$ cat src/sv/sacf_pkg.sv
`default_nettype none
package sacf_pkg;

	localparam int ADDR_W = 32;
	localparam int TAG_W  = 21;
	localparam int OP_W   = 2;
	localparam int OWAY_W = 3;

	localparam logic [OP_W-1:0] OP_READ  = 2'd0;
	localparam logic [OP_W-1:0] OP_WRITE = 2'd1;
	localparam logic [OP_W-1:0] OP_FETCH = 2'd2;

	typedef struct packed {
		logic [OP_W-1:0]   opcode;
		logic [ADDR_W-1:0] address;
	} req_t;

	typedef struct packed {
		logic              hit;
		logic [OWAY_W-1:0] way;
		logic              victim_dirty;
		logic [TAG_W-1:0]  victim_tag;
	} rsp_t;

	typedef enum logic [2:0] {
		ST_CLEAR  = 3'b001,
		ST_IDLE   = 3'b010,
		ST_LOOKUP = 3'b100
	} state_t;

endpackage
`default_nettype wire

$ cat src/sv/sacf_way_logic.sv
`default_nettype none
module sacf_way_logic import sacf_pkg::*; #(
	parameter int NUM_WAYS = 5,
	parameter int WAY_W    = 3,
	parameter int ENT_W    = TAG_W + 2,
	parameter int ROW_W    = NUM_WAYS * ENT_W + WAY_W
) (
	input  wire logic [ROW_W-1:0] row,
	input  wire logic [TAG_W-1:0] tag,
	input  wire logic             is_write,
	output logic      [ROW_W-1:0] new_row,
	output rsp_t                  rsp
);

	// Each way's entry is {dirty, valid, tag}; the fill pointer sits above the ways.
	logic [TAG_W-1:0] tags   [NUM_WAYS];
	logic             valids [NUM_WAYS];
	logic             dirtys [NUM_WAYS];
	logic [WAY_W-1:0] ptr;
	logic [WAY_W-1:0] fill_way;
	logic [WAY_W-1:0] next_ptr;
	logic [WAY_W-1:0] hit_way;
	logic             hit;

	always_comb begin
		for (int w = 0; w < NUM_WAYS; w++) begin
			tags[w]   = row[w*ENT_W +: TAG_W];
			valids[w] = row[w*ENT_W + TAG_W];
			dirtys[w] = row[w*ENT_W + TAG_W + 1];
		end
		ptr = row[ROW_W-1 -: WAY_W];
	end

	// The lowest matching way wins, as ways are searched in order.
	always_comb begin
		hit     = 1'b0;
		hit_way = '0;
		for (int w = NUM_WAYS - 1; w >= 0; w--) begin
			if (valids[w] && tags[w] == tag) begin
				hit     = 1'b1;
				hit_way = WAY_W'(w);
			end
		end
	end

	// The bound is compared as an integer so that a power-of-two way count
	// does not wrap to zero in the pointer's width.
	always_comb begin
		fill_way = (int'(ptr) >= NUM_WAYS) ? '0 : ptr;
		next_ptr = (fill_way == WAY_W'(NUM_WAYS - 1)) ? '0 : fill_way + WAY_W'(1);
	end

	always_comb begin
		new_row = row;
		rsp     = '0;
		if (hit) begin
			rsp.hit = 1'b1;
			rsp.way = OWAY_W'(hit_way);
			if (is_write) begin
				new_row[int'(hit_way)*ENT_W + TAG_W + 1] = 1'b1;
			end
		end else begin
			rsp.way = OWAY_W'(fill_way);
			if (valids[fill_way]) begin
				rsp.victim_dirty = dirtys[fill_way];
				rsp.victim_tag   = tags[fill_way];
			end
			new_row[int'(fill_way)*ENT_W +: ENT_W] = {is_write, 1'b1, tag};
			new_row[ROW_W-1 -: WAY_W] = next_ptr;
		end
	end

endmodule
`default_nettype wire

$ cat config.mk
export PLATFORM = sky130hd
export DESIGN_NAME = sacf_way_logic
export DESIGN_NICKNAME = d
export VERILOG_FILES = /design/src/sv/sacf_pkg.sv /design/src/sv/sacf_way_logic.sv
export SDC_FILE = /design/constraint.sdc
export NUM_CORES = 1
export LEC_CHECK = 0
export ABC_AREA = 1
export BUFFER_PORTS_ARGS = -buffer_cell sky130_fd_sc_hd__buf_2
export CAP_MARGIN = 20
export CORE_AREA = 4 4 166 88
export DETAILED_ROUTE_END_ITERATION = 10
export DIE_AREA = 0 0 170 92
export GPL_TIMING_DRIVEN = 1
export PLACE_DENSITY = 0.82
export SYNTH_ARGS = -nofsm -noshare
export SYNTH_HDL_FRONTEND = slang
export SYNTH_SLANG_ARGS = --single-unit
$ cat constraint.sdc
create_clock -name vclk -period 5
set_clock_uncertainty 0.15 [all_clocks]
set_input_delay 1 -clock vclk [all_inputs]
set_output_delay 1 -clock vclk [all_outputs]
set_load 0.02 [all_outputs]
==> results.md <==
* Status: complete, but fails checks
* Failing checks: setup timing
* Hold Violations, Final at 0
* Crit-path leading delay family: simple AND/OR/NAND/NOR gates
* I/O pin count at 284
* WL/cell at 21.6 um
* Leak pwr at 5.50 nW
* Initial antenna violation count at 1
* Initial detailed-routing violation count at between 1500 and 2000
* Data required, critical path at ~3.9 ns
* WP data arrival at ~4.2 ns
* Critical Path Stages at 26
* Setup TNS at -1.81 ns
* HPWL after DPL at 31.3 mm
* First-pass GRT wire length at between 50 and 60 mm
* DRC viols at 0
* CP Launch Point: tag[1]
* Placer Congestion at about 1.1
* VDD IR max at roughly 0.12 mV
* P&R area growth vs syn at 75.9%
* Fin. max-slew vios at 0
* Sequential area share after synthesis at 0
* Pin count of the biggest net entering global routing at between 60 and 70
* Yosys warns at 0
* Port Buffers at approximately 280
* Pwr Density at between 100 and 150 nW/um^2
* Vias per cell at around 6
* Layout cell share with drive strength beyond 1 at 0.471
* HP Class: primary input to primary output
* ANT nets after route at 0
* Nets@finish at about 1800
* Crit start category: primary input
* Post-Syn Instances at about 1100
* Synth cell types at 53
* Worst Path Max Fanout at 8
* Hold depth at 4
* CP max stage delay at around 0.24 ns
* Gr ovfl total at 0
* Syn Area/Cell at around 5 um^2
* Chip Width at around 170 um
* Slew @ Worst Pin at 0.795 ns
* Max Freq at around 0.19 GHz
* Via count at ~11000
* Slew headroom at 0.465
* Seq_cells at 0
* GRT Total Usage at 0.461
* Full die area at ~16000 um^2
* Core Box Area at roughly 13000 um^2
* Final WL at approximately 40 mm
* Clkbuf count at 0
* Crit Path Class: primary input to primary output
* CP max-delay cell: ha_4
* Total Power at 0.00109 W
* Fin worst setup slack at -0.394 ns
* Die Height at approximately 90 um
* Crit end category: primary output
* Unrepaired setup endpoints after global routing: true
* Syn_nets at approximately 1300
* Register Area at 0 um^2
* Setup crit end: new_row[22]
* Vias in the first global route at approximately 9600
* Initial Util at 0.429
* Cell Area, Synth at 5660 um^2
* Fraction of the cycle the final worst path needs at 1.08
* Final setup violation count at 5
* DR pass1 iterations at 7
* # Max-Cap Violations at 0
* Crit path time final at ~5.4 ns
* Rows at 30
* Crit path buf inv count at 8
[power by group]
part	leakage, nW	switching (W)	total (W)	internal, W
registers	0	0	0	0
clock network	0.00000634	0	0.0000000000268	0.0000000000268
logic	5.50	0.000667	0.00109	0.000420
total	5.50	0.000667	0.00109	0.000420
[final cells by class]
type,instances,area (um^2)
fill,1107,3230
antenna,1,2.50
tap,176,220
multi-input combinational,906,5220
inverter,160,648
timing repair buffer,581,3860
[worst min-delay path by stage]
stage / from / endpoint / slack [ns]
after CTS: row[0] / new_row[0] / 2.22
after global routing: row[0] / new_row[0] / 2.23
after detailed placement: row[106] / new_row[106] / 2.22
after floorplan: row[67] / new_row[67] / 1.99
final: row[0] / new_row[0] / 2.22
after global placement: row[106] / new_row[106] / 2.21
[metrics by stage]
stage | cell area (um^2) | cells | setup WS [ns] | hold WS, ns | utilization
final | 9950 | 1824 | -0.394 | 2.22 | 0.755
after global routing | 9950 | 1823 | -0.486 | 2.23 | 0.755
after CTS | 9610 | 1818 | -0.268 | 2.22 | 0.729
after detailed placement | 9090 | 1797 | -0.417 | 2.22 | 0.690
after global placement | 9090 | 1797 | -0.425 | 2.21 | 0.690
after floorplan | 5730 | 1128 | 0.00627 | 1.99 | -
[layer usage]
layer,global-route usage,routed length (um),vias up
met5,0.0368,113,-
met4,0.0797,1400,6
met3,0.181,7470,179
met2,0.648,15000,1148
met1,0.661,15500,4855
li1,-,-,4772
[cells by family after synthesis]
kind of cell,count (synthesis),share of synthesized area
adder cells (fa/ha/maj),16,0.0367
buffers and inverters,222,0.169
AND/OR/NAND/NOR,616,0.477
AO/OA/AOI/OAI,248,0.277
XOR/XNOR,26,0.0403
[timing repair]
| action | 4_1_cts | 5_1_grt |
|---|---|---|
| endpoints found under the hold margin | 0 | 0 |
| hold buffers | 0 | 0 |
| gates resized for setup | 102 | 101 |
| buffers inserted | 21 | 6 |
| endpoints found under the setup margin | 5 | 5 |
| pin swaps | 35 | 57 |
[synth_stat cells (all sizes together) (8+ instances only)]
cell type / n / area, um^2
nor2: 156 / 603
nor4: 8 / 50.1
o22ai: 43 / 294
xnor2: 11 / 96.3
ha: 15 / 188
a21oi: 22 / 121
or2: 14 / 87.6
nor3: 24 / 130
nand3: 71 / 390
nand4: 30 / 194
buf: 39 / 268
xor2: 15 / 131
inv: 158 / 596
clkbuf: 23 / 87.6
o21ai: 139 / 696
nand2: 305 / 1170
a211oi: 25 / 283
[cell usage in the layout, fill, tap and decap left out, types with 19 or more instances in the layout]
master | netlist | final
inv_1 | 142 | 123
nand4_1 | 29 | 29
o22ai_1 | 39 | 39
nor2_2 | 1 | 20
inv_2 | 15 | 23
buf_6 | 6 | 21
nand2_2 | 8 | 34
nor2_1 | 153 | 133
buf_4 | 8 | 296
nand3_1 | 64 | 56
nand2_1 | 296 | 260
nor3_1 | 22 | 19
a211oi_2 | 19 | 19
buf_2 | 19 | 256
o21ai_0 | 121 | 119
Power figures use the tool's default switching activity.
